===== src/hw/rtl/sem_pkg.sv =====
// ----------------------------------------------------------------------------
// sem_pkg
// Shared types and constants for the signed Euclidean modulus block.
// ----------------------------------------------------------------------------
package sem_pkg;

    localparam int FIELD_W = 32;   // width of the operand fields
    localparam int REM_W   = 31;   // width of the remainder field

    typedef enum logic [1:0] {
        ST_OK      = 2'd0,
        ST_DIV0    = 2'd1,
        ST_UNKNOWN = 2'd2
    } t_status;

    // Per-item control that travels alongside the partial remainder
    typedef struct packed {
        t_status status;
        logic    neg;       // dividend was negative
    } t_ctrl;

endpackage


===== src/hw/rtl/sem_if.sv =====


interface sem_out_if;
    logic                          valid;
    logic                          ready;
    logic [sem_pkg::REM_W-1:0]     remainder;
    sem_pkg::t_status              status;
    logic                          result_known;

    modport source (output valid, remainder, status, result_known, input ready);
    modport sink   (input valid, remainder, status, result_known, output ready);
endinterface


===== src/hw/rtl/sem_back.sv =====
// ----------------------------------------------------------------------------
// sem_back
// Output stage: folds a negative dividend into the Euclidean range and holds
// the result for the receiver.
// ----------------------------------------------------------------------------
module sem_back #(
    parameter int Y_WIDTH = 32
) (
    input  logic                  i_clk,
    input  logic                  i_rst_n,
    input  logic                  i_valid,
    output logic                  o_ready,
    input  sem_pkg::t_ctrl        i_ctrl,
    input  logic [Y_WIDTH-1:0]    i_p,
    input  logic [Y_WIDTH-1:0]    i_ym,
    sem_out_if.source             o_out
);

    localparam int RW = sem_pkg::REM_W;
    localparam int RI = (Y_WIDTH < RW) ? Y_WIDTH : RW;

    logic                 r_valid;
    logic [RW-1:0]        r_rem;
    sem_pkg::t_status     r_status;
    logic                 r_known;

    logic [Y_WIDTH-1:0]   fix;
    logic [RW-1:0]        n_rem;
    logic                 load;

    assign load    = !r_valid || o_out.ready;
    assign o_ready = load;

    always_comb begin
        fix = (i_ctrl.neg && (i_p != '0)) ? (i_ym - i_p) : i_p;
        // Force zero on anything but a good result
        n_rem = (i_ctrl.status == sem_pkg::ST_OK) ? RW'(fix[RI-1:0]) : '0;
    end

    always_ff @(posedge i_clk) begin
        if (!i_rst_n) begin
            r_valid <= 1'b0;
        end else if (load) begin
            r_valid <= i_valid;
        end
    end

    always_ff @(posedge i_clk) begin
        if (load && i_valid) begin
            r_rem    <= n_rem;
            r_status <= i_ctrl.status;
            r_known  <= (i_ctrl.status == sem_pkg::ST_OK);
        end
    end

    assign o_out.valid        = r_valid;
    assign o_out.remainder    = r_rem;
    assign o_out.status       = r_status;
    assign o_out.result_known = r_known;

endmodule


===== src/flat_wrapper.sv =====
// flat-port wrapper written by rule: the top's interface ports become plain ports
module sem_back_flat 
#(
    parameter int Y_WIDTH = 32
)
  (i_clk, i_rst_n, i_valid, o_ready, i_ctrl, i_p, i_ym, o_out_valid, o_out_remainder, o_out_status, o_out_result_known, o_out_ready);
  sem_out_if o_out_i ();
  input  logic i_clk;
  input  logic i_rst_n;
  input  logic i_valid;
  output logic o_ready;
  input  sem_pkg::t_ctrl i_ctrl;
  input  logic [Y_WIDTH-1:0] i_p;
  input  logic [Y_WIDTH-1:0] i_ym;
  output wire logic [$bits(o_out_i.valid)-1:0] o_out_valid;
  output wire logic [$bits(o_out_i.remainder)-1:0] o_out_remainder;
  output wire logic [$bits(o_out_i.status)-1:0] o_out_status;
  output wire logic [$bits(o_out_i.result_known)-1:0] o_out_result_known;
  input wire logic [$bits(o_out_i.ready)-1:0] o_out_ready;
  assign o_out_valid = o_out_i.valid;
  assign o_out_remainder = o_out_i.remainder;
  assign o_out_status = o_out_i.status;
  assign o_out_result_known = o_out_i.result_known;
  assign o_out_i.ready = o_out_ready;
  sem_back #(.Y_WIDTH(Y_WIDTH)) u_core (.i_clk(i_clk), .i_rst_n(i_rst_n), .i_valid(i_valid), .o_ready(o_ready), .i_ctrl(i_ctrl), .i_p(i_p), .i_ym(i_ym), .o_out(o_out_i));
endmodule

===== config.mk =====
export PLATFORM = sky130hd
export DESIGN_NAME = sem_back_flat
export DESIGN_NICKNAME = d
export VERILOG_FILES = /design/src/hw/rtl/sem_pkg.sv /design/src/hw/rtl/sem_if.sv /design/src/hw/rtl/sem_back.sv /design/src/flat_wrapper.sv
export SDC_FILE = /design/constraint.sdc
export NUM_CORES = 1
export LEC_CHECK = 0
export ABC_AREA = 1
export BUFFER_PORTS_ARGS = -buffer_cell sky130_fd_sc_hd__buf_4
export CELL_PAD_IN_SITES_DETAIL_PLACEMENT = 1
export CELL_PAD_IN_SITES_GLOBAL_PLACEMENT = 1
export CORE_UTILIZATION = 35
export CTS_BUF_LIST = sky130_fd_sc_hd__clkbuf_16
export DETAILED_ROUTE_END_ITERATION = 8
export PLACE_DENSITY = 0.76
export SYNTH_ARGS = -nofsm -noshare
export SYNTH_HDL_FRONTEND = slang
export SYNTH_SLANG_ARGS = --single-unit
export TNS_END_PERCENT = 20

===== constraint.sdc =====
create_clock -name i_clk -period 3 [get_ports i_clk]
set_input_delay 0.3 -clock i_clk [delete_from_list [all_inputs] [get_ports i_clk]]
set_output_delay 0.3 -clock i_clk [all_outputs]
set_load 0.03 [all_outputs]

Yosys cells after proc, flatten, opt, wreduce, memory -nomap -nowiden
Cells that the tools add are included.
{ "totals": {"ff_bits": 35, "out_inout_bits": 36, "in_bits": 71, "wordCells": 12} }
{ "classes": {"n_addsub": 1, "n_reduce_logical": 6, "n_mux": 1} }
{ "op_table": {"columns": ["operator", "count"], "rows": [
  ["32-bit nonzero test", 1],
  ["31-bit two-way mux", 1],
  ["31-bit subtractor", 1],
  ["1-bit logical AND", 2],
  ["2-bit logical NOT", 1],
  ["1-bit logical NOT", 1],
  ["1-bit logical OR", 1]
]} }

Depth between registers and ports, before layout
{ "logic_depth": {"word_depth": 3, "depth_mapped": 14, "mapped_depth_nobuf": 14} }

Worst setup path before layout
OpenSTA, ideal clock, no wires.
{ "synth_timing": {"path_kind": "register -> register", "startpoint": "reg u_core.r_valid, in the netlist u_core.o_out.valid", "endpoint": "reg u_core.r_rem[0], in the netlist u_core.o_out.remainder[0], enable pin", "synth_period_minus_slack_ns": 2.592, "arrival_ns": 2.156, "setup_time_ns": 0.437, "stages_incl_launch_ff": 2, "n_path_buf": 0, "t_required_ns": 2.563, "setup_slack_ns": 0.408, "cell_sequence": "dfxtp_1 > a21oi_1"} }
{ "synth_via": {"elab_chain_cells": 3} }
{ "synth_lines": {"columns": ["element", "line", "text"], "rows": [
  ["start: declaration", "sem_back.sv:22", "logic r_valid;"],
  ["start signal: assignment", "sem_back.sv:44", "r_valid <= i_valid;"],
  ["1-bit logical NOT", "sem_back.sv:31", "assign load = !r_valid || o_out.ready;"],
  ["1-bit logical OR", "sem_back.sv:31", null],
  ["1-bit logical AND", "sem_back.sv:49", "if (load && i_valid) begin"],
  ["end signal: assignment", "sem_back.sv:50", "r_rem <= n_rem;"],
  ["end: declaration", "sem_back.sv:23", "logic [RW-1:0] r_rem;"]
]} }
Every way passes these cells.
A chain may end at the register's enable or synchronous reset.

Worst setup path in the final report
{ "layout_timing": {"startpoint": "in i_ym[0]", "endpoint": "reg u_core.r_rem[24], in the netlist u_core.o_out.remainder[24] (data pin)"} }
{ "layout_via": {"elab_chain_cells": 2} }
{ "layout_lines": {"columns": ["element", "line", "text"], "rows": [
  ["start: declaration", "flat_wrapper.sv:14", "input logic [Y_WIDTH-1:0] i_ym;"],
  ["31-bit subtractor", "sem_back.sv:35", "fix = (i_ctrl.neg && (i_p != '0)) ? (i_ym - i_p) : i_p;"],
  ["31-bit two-way mux", "sem_back.sv:35", null]
]} }
Every way passes these cells.

==> results_tabular.tex <==
\begin{tabular}{lr}
\hline
Metric & Value \\
\hline
\multicolumn{2}{l}{\textbf{Logic synthesis}} \\
\quad Multiplexer area fraction after synthesis & 0\% \\
\quad Post-synth design cell area & 4050 um2 \\
\quad Cell accounting for the most synthesized area & sky130\_fd\_sc\_hd\_\_edfxtp\_1 \\
\quad Synth Area in Simple Gates & 34.7\% \\
\quad Mean instance size in the synthesized netlist & roughly 6.2 um2 \\
\quad Post-synthesis cell type count & 28 \\
\quad Combinational family with the most area after synthesis & simple AND/OR/NAND/NOR gates \\
\quad Biggest area contributors in the synthesized netlist & sky130\_fd\_sc\_hd\_\_edfxtp\_1, sky130\_fd\_sc\_hd\_\_nand2\_1, sky130\_fd\_sc\_hd\_\_inv\_1, sky130\_fd\_sc\_hd\_\_ha\_1, sky130\_fd\_sc\_hd\_\_a21oi\_1 \\
\quad Mapped Cells & approximately 660 \\
\quad Compound-cell area share of the yosys netlist & about a tenth \\
\quad Sequential fraction of the synthesis area & about 26\% \\
\quad Dominant synthesized flop cell & sky130\_fd\_sc\_hd\_\_edfxtp\_1 \\
\quad Area fraction of the dominant cell type after synthesis & 25.2\% \\
\quad Synthesized-area fraction occupied by xor and xnor cells & 3.46\% \\
\quad Most instantiated library cell after synthesis & sky130\_fd\_sc\_hd\_\_nand2\_1 \\
\quad Net count after synthesis & 760 \\
\quad Post-synthesis async set-or-reset flop share & 0\% \\
\quad Post-synth EDFFs & 34 \\
\quad Most frequent cells after synthesis & sky130\_fd\_sc\_hd\_\_nand2\_1, sky130\_fd\_sc\_hd\_\_inv\_1, sky130\_fd\_sc\_hd\_\_a21oi\_1 \\
\quad Flop and latch count out of synthesis & 35 \\
\quad YS warnings & 0 \\
\quad Fraction of the mapped netlist area in adder cells & approximately 9.8\% \\
\multicolumn{2}{l}{\textbf{Worst setup path}} \\
\quad Critical path fanouts, max & 4 \\
\quad Kind of capture point of the worst setup path & flop \\
\quad Depth of the most critical reg-to-reg path & 1 \\
\quad Reg-to-Reg End & u\_core.o\_out.remainder[29]\$\_SDFFCE\_PN0P\_ \\
\quad Reg2reg start & u\_core.o\_out.valid\$\_SDFFE\_PN0N\_ \\
\quad Category of the most critical setup path & in2reg \\
\quad Worst setup slack for register-to-register paths & $\sim$1.4 ns \\
\quad Launch point of the worst path & i\_ym[0] \\
\quad Data required time at the worst endpoint & 3.04 ns \\
\quad Data arrival at the endpoint of the critical path & 2.18 ns \\
\quad Worst Setup Start Kind & input pin \\
\quad Critical path destination & u\_core.o\_out.remainder[24]\$\_SDFFCE\_PN0P\_ \\
\multicolumn{2}{l}{\textbf{STA}} \\
\quad Final critical path time including I/O delays and setup & around 2.1 ns \\
\quad Final hold violations & 0 \\
\quad Achievable Freq & about 470 MHz \\
\quad Worst Clk Skew & 0.00442 ns \\
\quad Final worst path period share & slightly above 70\% \\
\quad Remaining max-slew budget at the tightest pin & 31.7\% \\
\quad Endpoints failing setup & 0 \\
\quad Least-Margin Pin Slew & roughly 1.0 ns \\
\quad Unrepaired setup endpoints after global routing & no \\
\quad Total Neg Setup Slack & 0 ns \\
\quad WHS & 0.209 ns \\
\quad Pins Over Slew Limit & 0 \\
\multicolumn{2}{l}{\textbf{Routing}} \\
\quad Number of routed nets with antenna violations & 0 \\
\quad Routed wire per std cell & about 16 um \\
\quad Length of the first detailed-routing pass in iterations & 4 \\
\quad Number of DRC markers after the initial detailed-route iteration & 228 \\
\quad Count of vias placed by the detailed router & 4,400 \\
\quad Final wirelength & around 14,000 um \\
\quad DRC violation count after routing & 0 \\
\quad Average via count per standard cell & 4.85 \\
\multicolumn{2}{l}{\textbf{Global routing}} \\
\quad First-pass GRT wire length & roughly 22,000 um \\
\quad GR Overflow Total & 0 \\
\quad Maximum number of pins on one net before global-route repair & 35 \\
\quad Vias in the first global route & approximately 4,400 \\
\quad All-layer global routing usage & 24.6\% \\
\quad Number of antenna violations at the first check in global routing & 0 \\
\multicolumn{2}{l}{\textbf{Floorplanning}} \\
\quad Standard cell core area & $\sim$11,000 um2 \\
\quad Total Die Area & 12,000 um2 \\
\quad Site row count & 38 \\
\quad Starting density of the core & a little over a third \\
\quad Overall die width & 110 um \\
\quad Vertical extent of the die & about 110 um \\
\quad Number of I/O pins & about 110 \\
\multicolumn{2}{l}{\textbf{Worst hold path}} \\
\quad Path class of the lowest-slack min-delay path & in2reg \\
\multicolumn{2}{l}{\textbf{CTS}} \\
\quad Clock latency on the worst-skew pair & about 0.28 ns \\
\quad Clk buf depth & 2 \\
\quad Reg clk slew, reported paths & roughly 0.05 ns \\
\quad Clock Tree Root & sky130\_fd\_sc\_hd\_\_clkbuf\_16 \\
\quad Number of setup buffers added after CTS & 0 \\
\quad Num CTS Buffers & 5 \\
\quad CTS sink count & 35 \\
\quad Quantity of hold-fixing buffers added after cts & 0 \\
\quad TritonCTS clock tree & built \\
\quad CTS H-tree depth & 2 \\
\quad Number of cells upsized or downsized after cts & 0 \\
\multicolumn{2}{l}{\textbf{Status}} \\
\quad Result of the run & complete, no violations \\
\multicolumn{2}{l}{\textbf{Flow run}} \\
\quad Max-cap violations & 0 \\
\multicolumn{2}{l}{\textbf{Placed design}} \\
\quad Cells after DPL & approximately 900 \\
\quad Port Buf Inserts & 105 \\
\quad Final weighted congestion in routability-driven placement & 0.869 \\
\quad DP Wirelength & 12,400 um \\
\multicolumn{2}{l}{\textbf{Layout}} \\
\quad Synth-to-Final Area Change & 26.4\% \\
\quad Layout cell share with drive strength beyond 1 & roughly 18\% \\
\quad Number of diodes added for antenna fixing & 0 \\
\quad Layout Nets & $\sim$870 \\
\quad Final core utilization & between 40\% and 50\% \\
\quad Number of inserted filler cells in the final layout & $\sim$1,500 \\
\quad Final Instance Count excl. Fillers & between 900 and 1,000 \\
\multicolumn{2}{l}{\textbf{Pwr}} \\
\quad Maximum vdd ir drop & 0.000484 V \\
\quad Static leakage & roughly 0.0030 uW \\
\quad Power per cell area & about 370 nW/um2 \\
\hline
\end{tabular}
==> flip-flops by register name, summed over array words and instances (netlist names) <==
register,flops
u_core.o_out.remainder,31
u_core.o_out.result_known,1
u_core.o_out.status,2
u_core.o_out.valid,1
==> per-layer routing <==
metal | global-route usage, % | vias to the layer above | part of all wire, % | wire length (um)
met5 | 0 | - | 0 | 0
met4 | 7.52 | 0 | 1.8 | 260
met3 | 1.84 | 16 | 5.3 | 751
met2 | 40.3 | 104 | 45 | 6270
met1 | 34.3 | 2035 | 48 | 6800
li1 | - | 2245 | - | -
==> logic make-up (layout without fill, tap and decap cells) <==
| logic type | Yosys count | after routing |
|---|---|---|
| AO/OA/AOI/OAI | 75 | 75 |
| XOR/XNOR | 16 | 16 |
| adder cells (fa/ha/maj) | 31 | 31 |
| buffers and inverters | 165 | 274 |
| flip-flops | 35 | 35 |
| AND/OR/NAND/NOR | 336 | 336 |
==> worst min path at each step <==
stage | cells after the start | slack [ns] | from | end
3_5_place_dp | 1 | 0.49 | i_ctrl[2] | u_core.o_out.status[1]$_DFFE_PP_
2_1_floorplan | 0 | 0.40 | i_ctrl[1] | u_core.o_out.status[0]$_DFFE_PP_
3_3_place_gp | 1 | 0.49 | i_ctrl[2] | u_core.o_out.status[1]$_DFFE_PP_
4_1_cts | 1 | 0.20 | i_ctrl[2] | u_core.o_out.status[1]$_DFFE_PP_
6_report | 1 | 0.21 | i_ctrl[1] | u_core.o_out.status[0]$_DFFE_PP_
5_1_grt | 1 | 0.20 | i_ctrl[2] | u_core.o_out.status[1]$_DFFE_PP_
==> power breakdown <==
group / switching [uW] / internal, uW / total, uW
sequential: 11.8 / 579 / 591
clock: 194 / 303 / 496
combinational: 505 / 285 / 790
==> worst max-delay path: stages <==
cell                      delay, ns
sky130_fd_sc_hd__buf_4         0.11
sky130_fd_sc_hd__inv_1         0.05
sky130_fd_sc_hd__ha_1          0.14
sky130_fd_sc_hd__inv_1         0.12
sky130_fd_sc_hd__fa_1          0.46
sky130_fd_sc_hd__nand3_1       0.11
sky130_fd_sc_hd__nand3_1       0.15
sky130_fd_sc_hd__nand2_1       0.11
sky130_fd_sc_hd__nand2_1       0.10
sky130_fd_sc_hd__nand3_1       0.14
sky130_fd_sc_hd__nand3_1       0.10
sky130_fd_sc_hd__nand2_1       0.07
sky130_fd_sc_hd__nand3_1       0.08
sky130_fd_sc_hd__nand2_1       0.09
sky130_fd_sc_hd__inv_1         0.04
==> cell type report <==
cell class	count	area [um2]	share of cell area, %
clock buffers	5	125	2.44
clock inverters	3	16.3	0.318
inverters	157	589	11.5
multi-input cells	458	2360	46.0
flip-flops and latches	35	1040	20.3
well taps	140	175	3.42
repair buffers	109	818	16.0
==> through the flow <==
step	instance area (um2)	power [uW]	setup WS, ns
after global routing	5120	2000	0.623
after detailed placement	4980	1390	0.561
final	5120	1880	0.853
after floorplan	4050	1100	0.408
after global placement	4980	1360	0.671
after CTS	5120	1890	0.837
==> cells in the final DEF, fill, tap and decap left out, types with 2 or more instances in the layout <==
cell type / netlist / final
sky130_fd_sc_hd__nand3_2: 11 / 11
sky130_fd_sc_hd__nand2_1: 225 / 225
sky130_fd_sc_hd__xnor2_1: 9 / 9
sky130_fd_sc_hd__clkbuf_16: 0 / 5
sky130_fd_sc_hd__nor2_1: 49 / 49
sky130_fd_sc_hd__xor2_1: 7 / 7
sky130_fd_sc_hd__a21oi_1: 50 / 49
sky130_fd_sc_hd__nor3_1: 2 / 2
sky130_fd_sc_hd__o21bai_1: 3 / 3
sky130_fd_sc_hd__inv_2: 4 / 4
sky130_fd_sc_hd__nand3_1: 38 / 38
sky130_fd_sc_hd__ha_1: 30 / 30
sky130_fd_sc_hd__buf_4: 0 / 109
sky130_fd_sc_hd__o21ai_1: 6 / 6
sky130_fd_sc_hd__inv_1: 152 / 153
sky130_fd_sc_hd__edfxtp_1: 34 / 34
sky130_fd_sc_hd__nand4_1: 10 / 10
sky130_fd_sc_hd__o21ai_0: 10 / 10
sky130_fd_sc_hd__o21ai_2: 2 / 2
Note: power is estimated with default switching activity, not from simulation.
