<file path="config.mk">
export PLATFORM = sky130hd
export DESIGN_NAME = sem_cell
export DESIGN_NICKNAME = d
export VERILOG_FILES = /design/src/hw/rtl/sem_pkg.sv /design/src/hw/rtl/sem_cell.sv
export SDC_FILE = /design/constraint.sdc
export NUM_CORES = 1
export LEC_CHECK = 0
export BUFFER_PORTS_ARGS = -buffer_cell sky130_fd_sc_hd__buf_2
export CAP_MARGIN = 20
export CORE_ASPECT_RATIO = 0.7
export CORE_MARGIN = 4
export CORE_UTILIZATION = 53
export CTS_CLUSTER_SIZE = 12
export DETAILED_ROUTE_END_ITERATION = 8
export PLACE_DENSITY = 0.86
export SYNTH_ARGS = -nofsm -noshare
export SYNTH_HDL_FRONTEND = slang
export SYNTH_SLANG_ARGS = --single-unit
</file>
<file path="constraint.sdc">
create_clock -name i_clk -period 5.2 [get_ports i_clk]
set_input_delay 0.78 -clock i_clk [delete_from_list [all_inputs] [get_ports i_clk]]
set_output_delay 0.78 -clock i_clk [all_outputs]
set_load 0.01 [all_outputs]
</file>
<file path="src/hw/rtl/sem_pkg.sv">
// ----------------------------------------------------------------------------
// sem_pkg
// Shared types and constants for the signed Euclidean modulus block.
// ----------------------------------------------------------------------------
package sem_pkg;

    localparam int FIELD_W = 32;   // width of the operand fields
    localparam int REM_W   = 31;   // width of the remainder field

    typedef enum logic [1:0] {
        ST_OK      = 2'd0,
        ST_DIV0    = 2'd1,
        ST_UNKNOWN = 2'd2
    } t_status;

    // Per-item control that travels alongside the partial remainder
    typedef struct packed {
        t_status status;
        logic    neg;       // dividend was negative
    } t_ctrl;

endpackage

</file>
<file path="src/hw/rtl/sem_cell.sv">
// ----------------------------------------------------------------------------
// sem_cell
// One restoring-division step: shifts in the next dividend bit and subtracts
// the divisor magnitude when it fits.
// ----------------------------------------------------------------------------
module sem_cell #(
    parameter int X_WIDTH = 32,
    parameter int Y_WIDTH = 32
) (
    input  logic                  i_clk,
    input  logic                  i_rst_n,
    input  logic                  i_valid,
    output logic                  o_ready,
    input  sem_pkg::t_ctrl        i_ctrl,
    input  logic [Y_WIDTH-1:0]    i_p,
    input  logic [X_WIDTH-1:0]    i_x,
    input  logic [Y_WIDTH-1:0]    i_ym,
    input  logic                  i_ready,
    output logic                  o_valid,
    output sem_pkg::t_ctrl        o_ctrl,
    output logic [Y_WIDTH-1:0]    o_p,
    output logic [X_WIDTH-1:0]    o_x,
    output logic [Y_WIDTH-1:0]    o_ym
);

    logic                 r_valid;
    sem_pkg::t_ctrl       r_ctrl;
    logic [Y_WIDTH-1:0]   r_p;
    logic [X_WIDTH-1:0]   r_x;
    logic [Y_WIDTH-1:0]   r_ym;

    logic [Y_WIDTH:0]     trial;
    logic [Y_WIDTH:0]     diff;
    logic [Y_WIDTH-1:0]   n_p;
    logic                 load;

    assign load    = !r_valid || i_ready;
    assign o_ready = load;

    always_comb begin
        trial = {i_p, i_x[X_WIDTH-1]};
        diff  = trial - {1'b0, i_ym};
        // Partial remainder stays below the divisor, so the difference fits
        n_p   = (trial >= {1'b0, i_ym}) ? diff[Y_WIDTH-1:0] : trial[Y_WIDTH-1:0];
    end

    always_ff @(posedge i_clk) begin
        if (!i_rst_n) begin
            r_valid <= 1'b0;
        end else if (load) begin
            r_valid <= i_valid;
        end
    end

    always_ff @(posedge i_clk) begin
        if (load && i_valid) begin
            r_ctrl <= i_ctrl;
            r_p    <= n_p;
            r_x    <= {i_x[X_WIDTH-2:0], 1'b0};
            r_ym   <= i_ym;
        end
    end

    assign o_valid = r_valid;
    assign o_ctrl  = r_ctrl;
    assign o_p     = r_p;
    assign o_x     = r_x;
    assign o_ym    = r_ym;

endmodule

</file>
# After elaboration in Yosys (flattened, before gate mapping)
# Index checks and enable logic that the tools add are counted.
# totals
reg_bits	99
inputBits	103
output_inout_bits	101
wordCells	12
# op_classes
n_addsub	1
order_cmp	1
n_mux	1
reduce_logical	3
# op_table
operator	n
$ge 33x32->1	1
$mux 32	1
$sub 32x32->32	1
$logic_and 1x1->1	1
$logic_not 1->1	1
$logic_or 1x1->1	1

# Depth between registers and ports, before layout
# Gate-level depths: netlist (run 1).
# depth
ltp_word	3
depth_mapped	13

# Least setup slack after synthesis (run 1)
# OpenSTA, ideal clock, no wires.
# synth_path
path_kind	input-to-reg
start	input port i_ready
end	register r_ctrl (netlist bit o_ctrl[0]), enable pin
setup_ns	0.468
t_arrival_ns	3.259
path_slack_ns	1.473
path_stages	2
path_cell_list	nand2b_1 -> and2_1
# synth_between
elab_chain_cells	2
# synth_lines
item	line	rtl
start, declared	sem_cell.sv:18	input logic i_ready,
$logic_or 1x1->1	sem_cell.sv:37	assign load = !r_valid || i_ready;
$logic_and 1x1->1	sem_cell.sv:56	if (load && i_valid) begin
end signal, assigned	sem_cell.sv:57	r_ctrl <= i_ctrl;
end, declared	sem_cell.sv:27	sem_pkg::t_ctrl r_ctrl;
# Every way passes these cells.
# A chain may end at the register's enable or synchronous reset.

# Worst setup path in the final report (run 1)
# layout_path
start	input port i_ym[13]
end	register r_p[3] (netlist: o_p[3]) (data pin)
# layout_between
elab_chain_cells	2
# layout_lines
item	line	rtl
start, declared	sem_cell.sv:17	input logic [Y_WIDTH-1:0] i_ym,
$ge 33x32->1	sem_cell.sv:44	n_p = (trial >= {1'b0, i_ym}) ? diff[Y_WIDTH-1:0] : trial[Y_WIDTH-1:0];
$mux 32	sem_cell.sv:44	
net n_p[3]	sem_cell.sv:34	logic [Y_WIDTH-1:0] n_p;
end signal, assigned	sem_cell.sv:58	r_p <= n_p;
end, declared	sem_cell.sv:28	logic [Y_WIDTH-1:0] r_p;
# The timed path passes the listed nets, and every way through them passes these cells.

==> summary.md, run 1 <==
| Metric | Value |
|---|---|
| Outcome | `finished, final reports clean` |
| Global-route wire length before repair | `21,950 µm` |
| Clock power share | `0.303` |
| Syn Nets | `569` |
| Clk root buf | `clkbuf_16` |
| Hold slack | `0.5505 ns` |
| Worst path slowest cell | `buf_4` |
| CP arrival | `3.84 ns` |
| Power share of the combinational group | `0.228` |
| Setup_tns | `0 ns` |
| RR Endpoint | `o_x[26]` |
| Routed Antenna Nets | `0` |
| Primary FF master, synth | `edfxtp_1` |
| Flop pwr share | `0.470` |
| Die width | `127.3 µm` |
| Final setup fails | `0` |
| Largest net degree at the start of global routing | `54` |
| Sw frac | `0.2834` |
| Storage element area | `2963 µm²` |
| Placed standard-cell area | `6381 µm²` |
| Max-Cap Viols | `0` |
| Mapped Cells | `433` |
| Die Area | `11,640 µm²` |
| CP top delay family | `simple AND/OR/NAND/NOR gates` |
| Worst path cell trace | `buf_2 -> inv_1 -> ha_1 -> nand4_1 -> nor3_1 -> o211ai_1 -> nand3_1 -> a31oi_4 -> o21ai_4 -> buf_4 -> mux2_1` |
| Core ar. | `9684 µm²` |
| Tightest Pin Transition | `0.7280 ns` |
| Area Growth Syn to Fin | `26.20%` |
| Min-Delay Path Class | `reg2reg` |
| Nature of the critical path endpoint | `flip-flop` |
| Commonest non-fill, non-tap cell in the layout | `buf_2` |
| CTS Hold Bufs | `0` |
| DRC | `0` |
| CTS Buf Count | `9` |
| Required time of the critical path | `5.28 ns` |
| CTS tree | `done` |
| CP Launch Type | `primary input` |
| Drt pass-1 iters | `4` |
| Initial drt markers | `302` |
| Design Area, Final | `6659 µm²` |
| Die H | `91.48 µm` |
| WS Path Type | `in2reg` |
| Detail Placement HPWL | `10,980 µm` |
| Routed WL | `14,100 µm` |
| Worst hold stages | `2` |
| H-tree levels | `3` |
| Worst vdd ir | `0.0001798 V` |
| RSZ-0062 raised after global routing | `false` |
| Number of post-CTS setup repair buffers | `0` |
| Multi-input logic area | `2078 µm²` |
| Rows | `30` |
| GRT Total Usage | `0.2404` |
| FF-to-FF setup slack | `3.10 ns` |
| Ant diodes | `0` |
| Final nets | `772` |
| Slowest Stage Delay on Critical Path | `0.47 ns` |
| Most frequent cells in the layout | `202 x buf_2, 98 x edfxtp_1, 45 x a21oi_1, 41 x inv_1, 32 x ha_1` |
| Clk_skew | `0.002592 ns` |
| Max_slew headroom | `0.5147` |
| Post-DR vias/cell | `5.460` |
| Max Transition Viols Final | `0` |
| Clock Pin Slew Worst Setup and Hold Paths | `0.07 ns` |
| Port Buffer Count | `202` |
| Synthesis-stage register bit count | `99` |
| P_leak | `2.989 nW` |
| I/O pins | `204` |
| Gpl congestion | `0.8820` |
| Unique masters post-synth | `58` |
| Initial Utilization | `0.5448` |
| Pwr dens | `313.1 nW/µm²` |
| Mapped Avg Cell Area | `12.19 µm²` |
| # resized after CTS | `0` |
| Initial antenna violation count | `0` |
| CP bufs+invs | `3` |
| CP max FO | `33` |
| Pint | `1.494 mW` |
| Tmin final | `3.752 ns` |
| Fillers | `725` |
| Routed wire length per instance | `18.34 µm` |
| Worst R2R Start | `o_valid` |
| Psw | `0.5909 mW` |
| Pre-CTS setup slack | `1.147 ns` |
| Max Clk Rate | `266.6 MHz` |
| Clock Latency Late Sink | `0.34 ns` |
| Total global routing overflow | `0` |
| Worst Hold Path EP | `o_valid` |
| Fraction of layout cells with a size suffix above 1 | `0.3635` |
| Vias in the first global route | `4,209` |
| CTS sink count | `99` |
| CTS Buffer Depth | `2` |
| Setup ws final | `1.448 ns` |
| Total number of vias | `4,199` |
| Post-synthesis cell area | `5276 µm²` |
| Period Utilization, post-route | `0.7215` |
| Sequential share of the synthesized area | `0.5615` |
| Worst-case reg-to-reg path depth | `3` |
| Final hold violations | `0` |
| Fraction of registers with async set/reset | `0` |
| Finished Core Util | `0.6876` |
| Number of flops mapped to enable cells by yosys | `98` |
| Min-delay src | `o_valid` |
| Ys Warns | `0` |
-- worst max-delay path by stage --
stage / startpoint / cells after the start / slack (ns) / end
floorplan: i_ready / 2 / 1.47 / o_ctrl[0]
global placement: i_ym[13] / 11 / 1.32 / o_p[1]
detailed placement: i_ym[13] / 11 / 1.15 / o_p[3]
CTS: i_ym[13] / 11 / 1.50 / o_p[3]
global route: i_ym[13] / 11 / 1.24 / o_p[3]
finish: i_ym[13] / 11 / 1.45 / o_p[3]
-- cells in the mapped netlist (2+ instances only) --
cell type   n  area [µm²]
mux2_4      2       30.03
o21a_1      7       52.55
nor2b_1     3       18.77
o21bai_1    2       15.01
buf_6       2       22.52
a21boi_0    4       30.03
nor3_1      5       25.02
nor2_1     29       108.9
o21ai_1     2       10.01
xor2_1      8       70.07
ha_1       32       400.4
or2_2       2       12.51
a21o_1     11       82.58
edfxtp_1   98        2943
or2_1       2       12.51
o211ai_1    5       37.54
nand2b_1    4       25.02
xnor2_1    19       166.4
nand2_1    26       97.59
a211oi_1    3       22.52
a31oi_4     3       63.81
mux2_1     12       135.1
inv_1      41       153.9
a41oi_1     2       17.52
and3_1      3       18.77
o31ai_1     2       15.01
a21oi_1    45       225.2
a221oi_1    2       17.52
o21ai_0     9       45.04
and2_1      5       31.28
buf_4       4       30.03
buf_2       4       20.02
nand3_1     7       35.03
nand4_1     4       25.02
-- state kept, by name, summed over array words and instances (netlist names) --
register	cells
o_p	32
o_ym	32
o_x	31
o_ctrl	3
o_valid	1
-- worst register-to-register path, delay by kind of cell (launching register included) --
kind          cells  cell delay [ns]
flops             1             0.31
buf+inv           1             0.75
simple gates      2             0.66
-- layer usage --
layer	global-route usage	share of wire
met1	0.3150	0.43
met2	0.3882	0.46
met3	0.07701	0.096
met4	0.06161	0.011
met5	0	0
-- power by group through the flow --
stage	Sequential, mW	Clock, mW	Combinational (mW)
detailed placement	0.997	0	0.470
finish	0.979	0.631	0.475
CTS	0.980	0.646	0.474
floorplan	1.03	0	0.267
global route	0.983	0.686	0.519
global placement	0.994	0	0.456
-- stage by stage --
stage / total power, mW / std cells
after detailed placement: 1.467 / 753
after global placement: 1.450 / 753
after floorplan: 1.302 / 433
after CTS: 2.099 / 769
final: 2.085 / 769
after global routing: 2.189 / 769
-- cell families (layout without fill, tap and decap cells) --
logic type	Yosys count	count (layout)	synth area share
AO/OA/AOI/OAI	113	113	0.1532
flip-flops	99	99	0.5615
AND/OR/NAND/NOR	93	93	0.08228
buffers and inverters	53	261	0.04648
adder cells (fa/ha/maj)	33	33	0.07968
XOR/XNOR	27	27	0.04482
multiplexers	14	14	0.03130
other	1	1	0.0007107
-- cell type report --
| cell class | count | share of cell area |
|---|---|---|
| Sequential cell | 99 | 0.4449 |
| Multi-Input combinational cell | 281 | 0.3121 |
| Timing Repair Buffer | 204 | 0.1541 |
| Clock buffer | 10 | 0.03439 |
| Tap cell | 128 | 0.02405 |
| Inverter | 41 | 0.02311 |
| Clock inverter | 6 | 0.007328 |
No activity file was read; power rests on OpenSTA's default activity.
==> run 2, diff against run 1 <==
- CORE_UTILIZATION: 53 -> 49
- PLACE_DENSITY: 0.86 -> 0.8
- clock period: 5.2 -> 3.65 ns (I/O delays scaled with it)
==> run 2 against run 1 <==
Against the previous run: utilization down 4.4 points; wire length down 5.9%; critical path depth up 2; final cell count up 0.91%; die area up 7.5%; clock-buffer cell count down 1; sequential share of layout area down 0.36 points; register-to-register slack worse by 0.86 ns; via count down 1.2%; clock skew up 0.0055 ns; sequential cell count unchanged; largest power group unchanged; highest routed layer is now met5.
==> summary.md, run 2 (same netlist as run 1, synthesis figures left out) <==
| Metric | Value |
|---|---|
| Outcome | `finished, final reports clean` |
| Routed WL | `13,260 µm (-5.9%)` |
| CP bufs+invs | `3 (unchanged)` |
| Die width | `132.0 µm (+3.7%)` |
| Setup_tns | `0 ns (unchanged)` |
| RSZ-0062 raised after global routing | `false` |
| Total number of vias | `4,147 (-1.2%)` |
| Final hold violations | `0 (unchanged)` |
| Tightest Pin Transition | `0.5171 ns (-0.2109 ns)` |
| Final nets | `775 (+0.39%)` |
| Placed Cells | `760 (+0.93%)` |
| Gpl congestion | `0.9384 (+6.4%)` |
| Finished Core Util | `0.6435 (-0.04412)` |
| Die Area | `12,520 µm² (+7.5%)` |
| # resized after CTS | `0 (unchanged)` |
| Clk_skew | `0.008093 ns (+0.005501 ns)` |
| Crit-path most repeated cell | `inv_1` |
| CP Launch Type | `primary input` |
| DRC | `0 (unchanged)` |
| Die H | `94.82 µm (+3.7%)` |
| Clock Latency Late Sink | `0.34 ns (about the same)` |
| Min-delay src | `i_ctrl[1]` |
| Post-DR vias/cell | `5.344 (-2.1%)` |
| H-tree levels | `3 (unchanged)` |
| Port Buffer Count | `202 (unchanged)` |
| Pwr dens | `443.0 nW/µm² (+42%)` |
| Final setup fails | `0 (unchanged)` |
| P_leak | `3.021 nW (+1.1%)` |
| Clock Pin Slew Worst Setup and Hold Paths | `0.07 ns (about the same)` |
| Worst vdd ir | `0.0002508 V (+40%)` |
| CTS Hold Bufs | `0 (unchanged)` |
| Routed Antenna Nets | `0 (unchanged)` |
| Rows | `31 (+3.3%)` |
| Non-filler instance count after layout | `776 (+0.91%)` |
| CTS sink count | `99 (unchanged)` |
| CTS Buffer Depth | `2 (unchanged)` |
| Number of post-CTS setup repair buffers | `0 (unchanged)` |
| CP arrival | `3.23 ns (-0.61 ns)` |
| Tmin final | `3.129 ns` |
| Area Growth Syn to Fin | `27.25%` |
| Core ar. | `10,430 µm² (+7.7%)` |
| CP top delay family | `compound AO/OA/AOI/OAI gates` |
| Clk root buf | `clkbuf_16` |
| Initial Utilization | `0.5057 (-0.03914)` |
| Max-Cap Viols | `0 (unchanged)` |
| Vias in the first global route | `4,188 (-0.50%)` |
| Total global routing overflow | `0 (unchanged)` |
| Crit path launch | `i_x[31]` |
| CTS tree | `done` |
| CP max FO | `3 (-91%)` |
| Fraction of layout cells with a size suffix above 1 | `0.3680 (+0.004518)` |
| Commonest non-fill, non-tap cell in the layout | `buf_2` |
| GRT Total Usage | `0.2115 (-0.02886)` |
| Slowest Stage Delay on Critical Path | `0.43 ns (-0.04 ns)` |
| WS Path Type | `in2reg` |
| Fillers | `796 (+9.8%)` |
| Worst R2R Start | `o_valid` |
| Max_slew headroom | `0.6553 (+0.1406)` |
| Most frequent cells in the layout | `202 x buf_2, 98 x edfxtp_1, 45 x a21oi_1, 41 x inv_1, 32 x ha_1` |
| Initial drt markers | `289 (-4.3%)` |
| I/O pins | `204 (unchanged)` |
| Largest net degree at the start of global routing | `99 (+83%)` |
| Ant diodes | `0 (unchanged)` |
| Nature of the critical path endpoint | `flip-flop` |
| Detail Placement HPWL | `10,380 µm (-5.5%)` |
| CTS Buf Count | `9 (unchanged)` |
| Routed wire length per instance | `17.09 µm (-6.8%)` |
| Required time of the critical path | `3.75 ns (-1.53 ns)` |
| Period Utilization, post-route | `0.8573` |
| Initial antenna violation count | `1 (+1)` |
| Worst path cell trace | `buf_2 -> inv_1 -> ha_1 -> inv_1 -> fa_1 -> a21o_1 -> a311o_2 -> and2_1 -> o21a_1 -> a21boi_1 -> o21ai_0 -> xor2_1 -> mux2_1` |
| Drt pass-1 iters | `4 (unchanged)` |
| Global-route wire length before repair | `20,990 µm (-4.4%)` |
| Min-Delay Path Class | `in2reg` |
| Max Transition Viols Final | `0 (unchanged)` |
| Max Clk Rate | `319.6 MHz` |
| Worst path slowest cell | `a311o_2` |
run 2: cell types whose count changed in the layout (fill, tap and decap cells not counted), sizes merged:
cell and change:
buf +3, clkinvlp -2, clkbuf -1, clkinv +3
run 2: final cells by class:
| class | count | area (µm²) | area share |
|---|---|---|---|
| clock buffer | 9 | 225.2 | 0.03354 |
| clock inverter | 7 | 67.56 | 0.01006 |
| inverter | 41 | 153.9 | 0.02292 |
| multi-input combinational | 281 | 2078 | 0.3095 |
| sequential | 99 | 2963 | 0.4413 |
| tap | 132 | 165.2 | 0.02460 |
| timing repair buffer | 207 | 1061 | 0.1580 |
run 2: report_power, final:
group / internal (mW) / switching (mW)
sequential: 1.37 / 0.0218
clock: 0.478 / 0.428
combinational: 0.291 / 0.385
run 2: path summary, 6_finish.rpt:
check                                  to  slack (ns)  cells past startpoint
worst max-delay path              o_p[12]        0.52                     13
worst min-delay path            o_ctrl[1]        0.37                      1
worst min register to register    o_valid        0.58                      2
worst max register to register   o_ym[14]        2.24                      3
run 2: per-stage QoR:
stage                     area, µm²  power [mW]  hold WS (ns)  setup slack, ns
final                          6714       2.975        0.3742           0.5210
after global routing           6714       3.124        0.3569           0.3763
after CTS                      6714       2.999        0.3615           0.5496
after detailed placement       6421       2.087        0.5667           0.1992
after global placement         6421       2.068        0.5164           0.2444
after floorplan                5276       1.855        0.6096           0.1553
run 2: metal layers:
layer / part of all wire / vias up / GRT usage / routed length [µm]
met5: 0.00053 / - / 0 / 7
met4: 0.0082 / 2 / 0.04720 / 109
met3: 0.094 / 12 / 0.06922 / 1248
met2: 0.47 / 185 / 0.3605 / 6290
met1: 0.42 / 1953 / 0.2662 / 5607
li1: - / 1995 / - / -
