===== src/hw/rtl/sem_pkg.sv =====
// ----------------------------------------------------------------------------
// sem_pkg
// Shared types and constants for the signed Euclidean modulus block.
// ----------------------------------------------------------------------------
package sem_pkg;

    localparam int FIELD_W = 32;   // width of the operand fields
    localparam int REM_W   = 31;   // width of the remainder field

    typedef enum logic [1:0] {
        ST_OK      = 2'd0,
        ST_DIV0    = 2'd1,
        ST_UNKNOWN = 2'd2
    } t_status;

    // Per-item control that travels alongside the partial remainder
    typedef struct packed {
        t_status status;
        logic    neg;       // dividend was negative
    } t_ctrl;

endpackage


===== src/hw/rtl/sem_if.sv =====
// ----------------------------------------------------------------------------
// sem_in_if / sem_out_if
// Valid/ready channels carrying operand pairs in and modulus results out.
// ----------------------------------------------------------------------------
interface sem_in_if;
    logic                                     valid;
    logic                                     ready;
    logic signed [sem_pkg::FIELD_W-1:0]       dividend;
    logic signed [sem_pkg::FIELD_W-1:0]       divisor;
    logic                                     dividend_known;
    logic                                     divisor_known;

    modport source (output valid, dividend, divisor, dividend_known, divisor_known,
                    input ready);
    modport sink   (input valid, dividend, divisor, dividend_known, divisor_known,
                    output ready);
endinterface



===== src/hw/rtl/sem_front.sv =====
// ----------------------------------------------------------------------------
// sem_front
// Input stage: classifies the operand pair and registers operand magnitudes.
// ----------------------------------------------------------------------------
module sem_front #(
    parameter int X_WIDTH = 32,
    parameter int Y_WIDTH = 32
) (
    input  logic                  i_clk,
    input  logic                  i_rst_n,
    sem_in_if.sink                i_in,
    input  logic                  i_ready,
    output logic                  o_valid,
    output sem_pkg::t_ctrl        o_ctrl,
    output logic [X_WIDTH-1:0]    o_xm,
    output logic [Y_WIDTH-1:0]    o_ym
);

    localparam int XI = (X_WIDTH < sem_pkg::FIELD_W) ? X_WIDTH : sem_pkg::FIELD_W;
    localparam int YI = (Y_WIDTH < sem_pkg::FIELD_W) ? Y_WIDTH : sem_pkg::FIELD_W;

    logic                 r_valid;
    sem_pkg::t_ctrl       r_ctrl;
    logic [X_WIDTH-1:0]   r_xm;
    logic [Y_WIDTH-1:0]   r_ym;

    sem_pkg::t_ctrl       n_ctrl;
    logic [X_WIDTH-1:0]   n_xm;
    logic [Y_WIDTH-1:0]   n_ym;
    logic [X_WIDTH-1:0]   xraw;
    logic [Y_WIDTH-1:0]   yraw;
    logic                 load;

    assign load       = !r_valid || i_ready;
    assign i_in.ready = load;

    always_comb begin
        // Field bits above the parameter width are dropped; a narrower field
        // zero-extends into a wider operand.
        xraw = X_WIDTH'(i_in.dividend[XI-1:0]);
        yraw = Y_WIDTH'(i_in.divisor[YI-1:0]);
        n_xm = xraw[X_WIDTH-1] ? (~xraw + X_WIDTH'(1)) : xraw;
        n_ym = yraw[Y_WIDTH-1] ? (~yraw + Y_WIDTH'(1)) : yraw;
        n_ctrl.neg = xraw[X_WIDTH-1];
        if (!i_in.dividend_known || !i_in.divisor_known) begin
            n_ctrl.status = sem_pkg::ST_UNKNOWN;
        end else if (yraw == '0) begin
            n_ctrl.status = sem_pkg::ST_DIV0;
        end else begin
            n_ctrl.status = sem_pkg::ST_OK;
        end
    end

    always_ff @(posedge i_clk) begin
        if (!i_rst_n) begin
            r_valid <= 1'b0;
        end else if (load) begin
            r_valid <= i_in.valid;
        end
    end

    always_ff @(posedge i_clk) begin
        if (load && i_in.valid) begin
            r_ctrl <= n_ctrl;
            r_xm   <= n_xm;
            r_ym   <= n_ym;
        end
    end

    assign o_valid = r_valid;
    assign o_ctrl  = r_ctrl;
    assign o_xm    = r_xm;
    assign o_ym    = r_ym;

endmodule


===== src/flat_wrapper.sv =====
// flat-port wrapper written by rule: the top's interface ports become plain ports
module sem_front_flat 
#(
    parameter int X_WIDTH = 32,
    parameter int Y_WIDTH = 32
)
  (i_clk, i_rst_n, i_ready, o_valid, o_ctrl, o_xm, o_ym, i_in_valid, i_in_dividend, i_in_divisor, i_in_dividend_known, i_in_divisor_known, i_in_ready);
  sem_in_if i_in_i ();
  input  logic i_clk;
  input  logic i_rst_n;
  input  logic i_ready;
  output logic o_valid;
  output sem_pkg::t_ctrl o_ctrl;
  output logic [X_WIDTH-1:0] o_xm;
  output logic [Y_WIDTH-1:0] o_ym;
  input wire logic [$bits(i_in_i.valid)-1:0] i_in_valid;
  input wire logic [$bits(i_in_i.dividend)-1:0] i_in_dividend;
  input wire logic [$bits(i_in_i.divisor)-1:0] i_in_divisor;
  input wire logic [$bits(i_in_i.dividend_known)-1:0] i_in_dividend_known;
  input wire logic [$bits(i_in_i.divisor_known)-1:0] i_in_divisor_known;
  output wire logic [$bits(i_in_i.ready)-1:0] i_in_ready;
  assign i_in_i.valid = i_in_valid;
  assign i_in_i.dividend = i_in_dividend;
  assign i_in_i.divisor = i_in_divisor;
  assign i_in_i.dividend_known = i_in_dividend_known;
  assign i_in_i.divisor_known = i_in_divisor_known;
  assign i_in_ready = i_in_i.ready;
  sem_front #(.X_WIDTH(X_WIDTH), .Y_WIDTH(Y_WIDTH)) u_core (.i_clk(i_clk), .i_rst_n(i_rst_n), .i_in(i_in_i), .i_ready(i_ready), .o_valid(o_valid), .o_ctrl(o_ctrl), .o_xm(o_xm), .o_ym(o_ym));
endmodule

===== config.mk =====
export PLATFORM = sky130hd
export DESIGN_NAME = sem_front_flat
export DESIGN_NICKNAME = d
export VERILOG_FILES = /design/src/hw/rtl/sem_pkg.sv /design/src/hw/rtl/sem_if.sv /design/src/hw/rtl/sem_front.sv /design/src/flat_wrapper.sv
export SDC_FILE = /design/constraint.sdc
export NUM_CORES = 1
export LEC_CHECK = 0
export ABC_CLOCK_PERIOD_IN_PS = 2770
export BUFFER_PORTS_ARGS = -buffer_cell sky130_fd_sc_hd__buf_2
export CAP_MARGIN = 5
export CORE_ASPECT_RATIO = 0.6
export CORE_MARGIN = 2
export CORE_UTILIZATION = 30
export DETAILED_ROUTE_END_ITERATION = 10
export SYNTH_ARGS = -nofsm -noshare
export SYNTH_HDL_FRONTEND = slang
export SYNTH_SLANG_ARGS = --single-unit

===== constraint.sdc =====
create_clock -name i_clk -period 2.77 [get_ports i_clk]
set_input_delay 0.1385 -clock i_clk [delete_from_list [all_inputs] [get_ports i_clk]]
set_output_delay 0.1385 -clock i_clk [all_outputs]
set_load 0.02 [all_outputs]

=== After elaboration in Yosys (flattened, before gate mapping) ===
Cells that the tools add are included.
W data, S select, Z words.

* Bits in registers: 68
* Bits of input ports: 70
* Output and inout bits: 69
* Word-level logic and storage cells: 21

* $add $sub $neg: 2
* Multiplexer cells: 3
* Bitwise gates (word level): 2
* Reduce and logical (&&, ||, !) cells: 7

{| class="wikitable"
|+ Operators with widths
! kind !! number
|-
| $add A32 B1 Y32 const B || 2
|-
| $not A32 Y32 || 2
|-
| $mux W31 || 2
|-
| $logic_not A32 Y1 || 1
|-
| $logic_not A1 Y1 || 3
|-
| $logic_or A1 B1 Y1 || 2
|-
| $logic_and A1 B1 Y1 || 1
|-
| $mux W1 || 1
|}

=== Longest topological paths before layout ===
Gate-level depths: netlist of the first run.

* Depth in word-level cells: 3
* Depth in mapped cells: 6
* Mapped depth without buffers: 6

=== Worst setup path before layout of the first run ===
Ideal clock, no wire load.

* Path type: flip-flop to flip-flop
* From: register u_core.r_valid, in the netlist u_core.o_valid
* To: register u_core.r_ctrl, in the netlist u_core.o_ctrl[0] (enable)
* Library setup time: 432 ps
* Arrival: 2227 ps
* Data required time: 2338 ps
* Slack: 111 ps
* Cell stages (with the launch flop): 3
* Path buffers: 0
* Period minus slack after synthesis: 2659 ps
* Cell sequence: dfxtp_1 > nand2b_1 > and2_1

* Longest elaborated chain between the ends: 3

{| class="wikitable"
|+ RTL lines
! item !! line !! RTL
|-
| start: declaration || sem_front.sv:22 || <nowiki>logic r_valid;</nowiki>
|-
| start signal: assignment || sem_front.sv:58 || <nowiki>r_valid <= i_in.valid;</nowiki>
|-
| $logic_not A1 Y1 || sem_front.sv:34 || <nowiki>assign load = !r_valid || i_ready;</nowiki>
|-
| $logic_or A1 B1 Y1 || sem_front.sv:34 ||
|-
| via i_in_ready || flat_wrapper.sv:21 || <nowiki>output wire logic [$bits(i_in_i.ready)-1:0] i_in_ready;</nowiki>
|-
| $logic_and A1 B1 Y1 || sem_front.sv:63 || <nowiki>if (load && i_in.valid) begin</nowiki>
|-
| end signal: assignment || sem_front.sv:64 || <nowiki>r_ctrl <= n_ctrl;</nowiki>
|-
| end: declaration || sem_front.sv:23 || <nowiki>sem_pkg::t_ctrl r_ctrl;</nowiki>
|}

The timed path passes the listed nets, and every way through them passes these cells.
A chain may end at the register's enable or synchronous reset.

=== Worst setup path after layout of the first run ===
* From: input port i_in_divisor[11]
* To: register u_core.r_ym[26], in the netlist u_core.o_ym[26] (data pin)

* Longest elaborated chain between the ends: 3

{| class="wikitable"
|+ RTL lines
! item !! line !! RTL
|-
| start: declaration || flat_wrapper.sv:18 || <nowiki>input wire logic [$bits(i_in_i.divisor)-1:0] i_in_divisor;</nowiki>
|-
| $not A32 Y32 || sem_front.sv:43 || <nowiki>n_ym = yraw[Y_WIDTH-1] ? (~yraw + Y_WIDTH'(1)) : yraw;</nowiki>
|-
| $add A32 B1 Y32 || sem_front.sv:43 ||
|-
| $mux W31 || sem_front.sv:43 ||
|-
| via u_core.n_ym[26] || sem_front.sv:29 || <nowiki>logic [Y_WIDTH-1:0] n_ym;</nowiki>
|-
| end signal: assignment || sem_front.sv:66 || <nowiki>r_ym <= n_ym;</nowiki>
|-
| end: declaration || sem_front.sv:25 || <nowiki>logic [Y_WIDTH-1:0] r_ym;</nowiki>
|}

The timed path passes the listed nets, and every way through them passes these cells.

==> flow_results.xml, run 1 <==
<?xml version="1.0" encoding="UTF-8"?>
<metrics>
  <group name="final_layout">
    <metric name="final_common_cell" unit="">sky130_fd_sc_hd__buf_2</metric>
    <metric name="num_antenna_cells" unit="">0</metric>
    <metric name="drive_above_1_share" unit="%">38.4</metric>
    <metric name="layout_common_cells" unit="">138 x sky130_fd_sc_hd__buf_2, 67 x sky130_fd_sc_hd__edfxtp_1, 58 x sky130_fd_sc_hd__xnor2_1</metric>
    <metric name="final_net_count" unit="">506</metric>
    <metric name="areaGrowthSynthToFinish" unit="%">34.2</metric>
    <metric name="design_area" unit="sq mm">0.00478</metric>
  </group>
  <group name="clocking">
    <metric name="postCtsHoldBufs" unit="">0</metric>
    <metric name="register_clock_pin_slew_on_the_reported_worst_setup_and_hold_paths" unit="ps">50</metric>
    <metric name="clock_path_buffers" unit="">2</metric>
    <metric name="cts_buffer_count" unit="">9</metric>
    <metric name="root_buffer" unit="">sky130_fd_sc_hd__clkbuf_16</metric>
    <metric name="ctsResizeCount" unit="">0</metric>
    <metric name="worstSkewPairLatency" unit="ps">320</metric>
    <metric name="post_cts_buffers" unit="">0</metric>
    <metric name="clkSinkCount" unit="">68</metric>
    <metric name="cts_tree" unit="">yes</metric>
    <metric name="htree_levels" unit="">3</metric>
  </group>
  <group name="hold_path">
    <metric name="hold-path-endpoint" unit="">u_core.o_ym[0]</metric>
    <metric name="hp-class" unit="">in -&gt; reg</metric>
    <metric name="min-delay-start" unit="">i_in_divisor[0]</metric>
    <metric name="worst_hold_path.num_cells" unit="">1</metric>
  </group>
  <group name="floorplan">
    <metric name="die-height" unit="um">88.4</metric>
    <metric name="die_w" unit="um">145</metric>
    <metric name="die_area" unit="sq mm">0.0128</metric>
    <metric name="row_count" unit="">30</metric>
    <metric name="coreArea" unit="sq mm">0.0114</metric>
    <metric name="starting_density_of_the_core" unit="%">31.1</metric>
    <metric name="ioPinCount" unit="">139</metric>
  </group>
  <group name="setup_path">
    <metric name="timing.critical_path.required" unit="ps">2820</metric>
    <metric name="critical_path.reg2reg.endpoint" unit="">u_core.o_xm[4]</metric>
    <metric name="rr_startpoint" unit="">u_core.o_valid</metric>
    <metric name="critPathMaxFanout" unit="">5</metric>
    <metric name="setup.worst_path.start_class" unit="">primary input</metric>
    <metric name="critical_path_class" unit="">in -&gt; reg</metric>
    <metric name="crit_arrival" unit="ps">1850</metric>
    <metric name="rr_worst_depth" unit="">3</metric>
    <metric name="crit_path_end_kind" unit="">flop</metric>
    <metric name="setup.reg_to_reg.worst_slack" unit="ps">1120</metric>
  </group>
  <group name="synthesis">
    <metric name="synth-warning-count" unit="">0</metric>
    <metric name="synth_sequential_area_ratio" unit="%">57.0</metric>
    <metric name="synthesis.nets" unit="">358</metric>
    <metric name="ys_ff_latch" unit="">68</metric>
    <metric name="ys.flop_type" unit="">sky130_fd_sc_hd__edfxtp_1</metric>
    <metric name="yosysTopAreaCell" unit="">sky130_fd_sc_hd__edfxtp_1</metric>
    <metric name="synth_async_sr_flop_share" unit="%">0</metric>
    <metric name="synth_top_cell_area_share" unit="%">56.5</metric>
    <metric name="post_synth_edffs" unit="">67</metric>
    <metric name="synthCells" unit="">284</metric>
    <metric name="synth.cell_area" unit="sq mm">0.00356</metric>
    <metric name="synth.distinct_cells" unit="">34</metric>
    <metric name="synth_top_cells_by_area" unit="">sky130_fd_sc_hd__edfxtp_1 56%, sky130_fd_sc_hd__xnor2_1 14%, sky130_fd_sc_hd__o31ai_1 4.6%, sky130_fd_sc_hd__nand2_1 2.7%, sky130_fd_sc_hd__o41ai_1 2.2%</metric>
    <metric name="synth_area_per_cell" unit="sq um">12.5</metric>
  </group>
  <group name="route">
    <metric name="drc" unit="">0</metric>
    <metric name="violation_count_after_the_first_detailed_route_iteration" unit="">196</metric>
    <metric name="drt_pre_antenna_iters" unit="">5</metric>
    <metric name="detail_route.wirelength" unit="um">9680</metric>
    <metric name="vias_per_cell" unit="">4.81</metric>
    <metric name="routedWlPerCell" unit="um">16.2</metric>
    <metric name="via_count" unit="">2870</metric>
    <metric name="post_route_ant_nets" unit="">0</metric>
  </group>
  <group name="place">
    <metric name="dp_hpwl" unit="um">7660</metric>
    <metric name="placed_area" unit="sq mm">0.00447</metric>
    <metric name="dpl_worst_slack" unit="ps">706</metric>
    <metric name="globalplace.congestion" unit="">0.957</metric>
    <metric name="port_buffers" unit="">138</metric>
  </group>
  <group name="job">
    <metric name="drv.max_cap_violation_count" unit="">0</metric>
  </group>
  <group name="sta">
    <metric name="report.final.hold_viol_count" unit="">0</metric>
    <metric name="worst_pin_slew" unit="ps">754</metric>
    <metric name="fmax" unit="MHz">556</metric>
    <metric name="layout_min_cycle_time" unit="ps">1800</metric>
    <metric name="grt_setup_unrepaired" unit="">false</metric>
    <metric name="skew" unit="ps">3.07</metric>
    <metric name="final.setup.tns" unit="ps">0</metric>
    <metric name="setup_violations" unit="">0</metric>
    <metric name="final.setup.worst_slack" unit="ps">970</metric>
    <metric name="relative_max_transition_margin" unit="%">49.7</metric>
    <metric name="finalCritPeriodShare" unit="%">65.0</metric>
    <metric name="slew_limit_fails" unit="">0</metric>
  </group>
  <group name="outcome">
    <metric name="status" unit="">complete, no violations</metric>
  </group>
  <group name="global_routing">
    <metric name="globalRouteTotalUtil" unit="%">15.1</metric>
    <metric name="antenna_found_initial" unit="">0</metric>
    <metric name="via_count_of_the_first_global_routing_pass" unit="">2777</metric>
    <metric name="pin_count_of_the_biggest_net_entering_global_routing" unit="">34</metric>
    <metric name="globalRouteOverflowTotal" unit="">0</metric>
    <metric name="grt_pass1_wl" unit="um">14600</metric>
  </group>
  <group name="power">
    <metric name="worst_ir_drop_vdd" unit="mV">0.360</metric>
    <metric name="power.leakage" unit="nW">1.77</metric>
    <metric name="p_per_area" unit="mW/mm^2">611</metric>
  </group>
</metrics>
==> worst max-delay path by stage <==
stage                     startpoint               end  slack [ps]  cells past startpoint
finish              i_in_divisor[11]   u_core.o_ym[26]         970                      5
global route         i_in_divisor[5]   u_core.o_ym[26]         880                      5
CTS                   u_core.o_valid    u_core.o_xm[5]        1030                      3
detailed placement  i_in_dividend[3]   u_core.o_xm[29]         710                      5
global placement     i_in_divisor[3]   u_core.o_ym[29]         670                      5
floorplan             u_core.o_valid  u_core.o_ctrl[0]         110                      2
==> registers in the layout, indices dropped and copies added (netlist names) <==
register	flops
u_core.o_valid	1
u_core.o_ctrl	3
u_core.o_xm	32
u_core.o_ym	32
==> cells in the mapped netlist (6+ instances only) <==
master and count:
sky130_fd_sc_hd__nand2_1 26, sky130_fd_sc_hd__o41ai_1 9, sky130_fd_sc_hd__o31ai_1 22, sky130_fd_sc_hd__nand4_1 9, sky130_fd_sc_hd__nor4_1 7, sky130_fd_sc_hd__or4_1 6
sky130_fd_sc_hd__o21ai_0 12, sky130_fd_sc_hd__nand2b_1 7, sky130_fd_sc_hd__xnor2_1 58, sky130_fd_sc_hd__nor2_1 8, sky130_fd_sc_hd__nor3_1 7, sky130_fd_sc_hd__edfxtp_1 67
==> critical path, stage by stage <==
cell and delay, ps:
sky130_fd_sc_hd__buf_2 130, sky130_fd_sc_hd__nor4_1 540, sky130_fd_sc_hd__nand4_1 410, sky130_fd_sc_hd__o41ai_1 500, sky130_fd_sc_hd__xnor2_1 130
==> stage by stage <==
| stage | util, % | hold WS (ps) | std cells | power (mW) |
|---|---|---|---|---|
| finish | 41.8 | 52.3 | 597 | 2.92 |
| global route | 41.8 | 37.4 | 597 | 3.04 |
| CTS | 41.8 | 35.2 | 597 | 2.96 |
| detailed placement | 39.1 | 377 | 581 | 1.76 |
| global placement | 39.1 | 366 | 581 | 1.75 |
| floorplan | - | 237 | 284 | 1.55 |
==> cell families after synthesis <==
logic type	count (synthesis)	share of synthesized area, %
flops	68	57.0
xor+xnor	58	14.3
simple gates	95	15.6
fa+ha+maj	4	1.40
compound gates	48	10.3
buf+inv	11	1.44
==> power by group <==
group	internal, mW	total (mW)	switching [mW]
logic	0.177	0.478	0.302
clock network	0.780	1.18	0.404
registers	1.24	1.26	0.0205
total	2.19	2.92	0.726
==> routing by layer <==
| layer | GRT usage, % | share of wire [%] |
|---|---|---|
| met1 | 22.4 | 48 |
| met2 | 21.2 | 43 |
| met3 | 4.49 | 7.1 |
| met4 | 4.68 | 1.1 |
| met5 | 0 | 0 |
==> final cells by class <==
| class | count | area, sq um |
|---|---|---|
| Clock buffer | 10 | 229 |
| Clock inverter | 6 | 78.8 |
| Fill cell | 1120 | 6670 |
| Inverter | 5 | 18.8 |
| Multi-Input combinational cell | 205 | 1480 |
| Sequential cell | 68 | 2030 |
| Tap cell | 160 | 200 |
| Timing Repair Buffer | 143 | 741 |
(Power assumes the default switching activity.)
==> run 2, diff against run 1 <==
--- a/config.mk
+++ b/config.mk
@@ -5,7 +5,7 @@
 export SDC_FILE = /design/constraint.sdc
 export NUM_CORES = 1
 export LEC_CHECK = 0
-export ABC_CLOCK_PERIOD_IN_PS = 2770
+export ABC_CLOCK_PERIOD_IN_PS = 1700
 export BUFFER_PORTS_ARGS = -buffer_cell sky130_fd_sc_hd__buf_2
 export CAP_MARGIN = 5
 export CORE_ASPECT_RATIO = 0.6
==> constraint.sdc (replaced) <==
create_clock -name i_clk -period 1.7 [get_ports i_clk]
set_input_delay 0.085 -clock i_clk [delete_from_list [all_inputs] [get_ports i_clk]]
set_output_delay 0.085 -clock i_clk [all_outputs]
set_load 0.02 [all_outputs]
==> flow_results.xml, run 2 (synthesis results as in run 1) <==
<?xml version="1.0" encoding="UTF-8"?>
<metrics>
  <group name="outcome">
    <metric name="status" unit="">complete, no violations</metric>
  </group>
  <group name="setup_path">
    <metric name="crit_arrival" unit="ps">1590</metric>
    <metric name="crit_path_end_kind" unit="">flop</metric>
    <metric name="critical_path.reg2reg.endpoint" unit="">u_core.o_xm[31]</metric>
    <metric name="setup.reg_to_reg.worst_slack" unit="ps">420</metric>
    <metric name="worst_setup_path_startpoint" unit="">i_in_dividend[25]</metric>
    <metric name="critPathMaxFanout" unit="">3</metric>
    <metric name="rr_worst_depth" unit="">3</metric>
    <metric name="rr_startpoint" unit="">u_core.o_valid</metric>
    <metric name="timing.critical_path.required" unit="ps">1770</metric>
    <metric name="critical_path_class" unit="">in -&gt; reg</metric>
    <metric name="setup.worst_path.start_class" unit="">primary input</metric>
  </group>
  <group name="final_layout">
    <metric name="instances_no_fill" unit="">670</metric>
    <metric name="design_area" unit="sq mm">0.00536</metric>
    <metric name="num_antenna_cells" unit="">0</metric>
    <metric name="drive_above_1_share" unit="%">47.1</metric>
    <metric name="final_common_cell" unit="">sky130_fd_sc_hd__buf_2</metric>
    <metric name="final_net_count" unit="">579</metric>
    <metric name="layout_common_cells" unit="">138 x sky130_fd_sc_hd__buf_2, 74 x sky130_fd_sc_hd__buf_4, 67 x sky130_fd_sc_hd__edfxtp_1</metric>
    <metric name="areaGrowthSynthToFinish" unit="%">50.4</metric>
  </group>
  <group name="hold_path">
    <metric name="worst_hold_path.num_cells" unit="">3</metric>
    <metric name="hold-path-endpoint" unit="">u_core.o_valid</metric>
    <metric name="min-delay-start" unit="">i_in_valid</metric>
    <metric name="hp-class" unit="">in -&gt; reg</metric>
  </group>
  <group name="sta">
    <metric name="setup_violations" unit="">0</metric>
    <metric name="finalCritPeriodShare" unit="%">89.8</metric>
    <metric name="relative_max_transition_margin" unit="%">61.5</metric>
    <metric name="report.final.hold_viol_count" unit="">0</metric>
    <metric name="slew_limit_fails" unit="">0</metric>
    <metric name="worst_pin_slew" unit="ps">577</metric>
    <metric name="fmax" unit="MHz">655</metric>
    <metric name="final.setup.worst_slack" unit="ps">174</metric>
    <metric name="final.hold.worst_slack" unit="ps">18.0</metric>
    <metric name="grt_setup_unrepaired" unit="">false</metric>
    <metric name="skew" unit="ps">5.28</metric>
    <metric name="layout_min_cycle_time" unit="ps">1530</metric>
  </group>
  <group name="route">
    <metric name="vias_per_cell" unit="">4.70</metric>
    <metric name="drc" unit="">0</metric>
    <metric name="detail_route.wirelength" unit="um">10600</metric>
    <metric name="violation_count_after_the_first_detailed_route_iteration" unit="">209</metric>
    <metric name="via_count" unit="">3146</metric>
    <metric name="post_route_ant_nets" unit="">0</metric>
    <metric name="routedWlPerCell" unit="um">15.8</metric>
    <metric name="drt_pre_antenna_iters" unit="">4</metric>
  </group>
  <group name="power">
    <metric name="p_per_area" unit="mW/mm^2">924</metric>
    <metric name="totalPowerFinal" unit="mW">4.95</metric>
    <metric name="power.leakage" unit="nW">2.13</metric>
    <metric name="worst_ir_drop_vdd" unit="mV">0.371</metric>
  </group>
  <group name="clocking">
    <metric name="register_clock_pin_slew_on_the_reported_worst_setup_and_hold_paths" unit="ps">60</metric>
    <metric name="root_buffer" unit="">sky130_fd_sc_hd__clkbuf_16</metric>
    <metric name="cts_tree" unit="">yes</metric>
    <metric name="worstSkewPairLatency" unit="ps">330</metric>
    <metric name="clock_path_buffers" unit="">2</metric>
    <metric name="clkSinkCount" unit="">68</metric>
    <metric name="cts_buffer_count" unit="">9</metric>
    <metric name="htree_levels" unit="">3</metric>
  </group>
  <group name="place">
    <metric name="placed_area" unit="sq mm">0.00502</metric>
    <metric name="dpl_worst_slack" unit="ps">-137</metric>
    <metric name="port_buffers" unit="">138</metric>
    <metric name="dp_hpwl" unit="um">8270</metric>
    <metric name="placed_cells_incl_taps" unit="">652</metric>
    <metric name="globalplace.congestion" unit="">0.860</metric>
  </group>
  <group name="global_routing">
    <metric name="globalRouteOverflowTotal" unit="">0</metric>
    <metric name="antenna_found_initial" unit="">0</metric>
    <metric name="via_count_of_the_first_global_routing_pass" unit="">2990</metric>
    <metric name="grt_pass1_wl" unit="um">15800</metric>
    <metric name="pin_count_of_the_biggest_net_entering_global_routing" unit="">68</metric>
    <metric name="globalRouteTotalUtil" unit="%">16.5</metric>
  </group>
  <group name="job">
    <metric name="drv.max_cap_violation_count" unit="">0</metric>
  </group>
  <group name="floorplan">
    <metric name="starting_density_of_the_core" unit="%">31.1</metric>
    <metric name="ioPinCount" unit="">139</metric>
    <metric name="die_area" unit="sq mm">0.0128</metric>
    <metric name="die_w" unit="um">145</metric>
    <metric name="die-height" unit="um">88.4</metric>
    <metric name="row_count" unit="">30</metric>
    <metric name="coreArea" unit="sq mm">0.0114</metric>
  </group>
</metrics>
## run 2: worst max path at each step
stage,slack (ps),cells after the start,end
2_1_floorplan,30,4,u_core.o_xm[22]
3_3_place_gp,-100,5,u_core.o_xm[22]
3_5_place_dp,-140,5,u_core.o_xm[30]
4_1_cts,200,5,u_core.o_xm[30]
5_1_grt,120,7,u_core.o_ym[29]
6_report,170,5,u_core.o_xm[30]
## run 2: metal layers
metal	routed length, um	part of all wire [%]	vias to the layer above	global-route usage, %
met3	629	6.0	10	4.27
met5	0	0	-	0
met1	5630	53	1502	26.6
li1	-	-	1543	-
met2	4190	40	91	20.8
met4	99	0.94	0	5.12
## run 2: metrics by stage
step | TNS [ps] | util (%)
after floorplan | 0 | -
after global placement | -485 | 43.8
after detailed placement | -883 | 43.8
after CTS | 0 | 46.8
after global routing | 0 | 46.8
final | 0 | 46.8
## run 2: critical path, stage by stage
cell and delay [ps]:
sky130_fd_sc_hd__buf_2 110, sky130_fd_sc_hd__or4_1 570, sky130_fd_sc_hd__or4_1 460, sky130_fd_sc_hd__o31ai_1 280, sky130_fd_sc_hd__xnor2_1 100
## run 2: power by group
group	switching, mW	internal (mW)
sequential	0.0320	2.02
combinational	0.517	0.374
clock	0.693	1.32
## run 2: cell type report
cell class | count | area (sq um)
clock buffers | 11 | 243
fillers | 1105 | 6090
flip-flops and latches | 68 | 2030
multi-input cells | 205 | 1480
inverters | 5 | 18.8
well taps | 160 | 200
repair buffers | 216 | 1310
clock inverters | 5 | 75.1
## run 2: timing repair
item / in CTS / in global routing
endpoints found under the hold margin: 2 / 0
hold buffers: 2 / 0
setup buffers: 0 / 0
resized for setup: 0 / 0
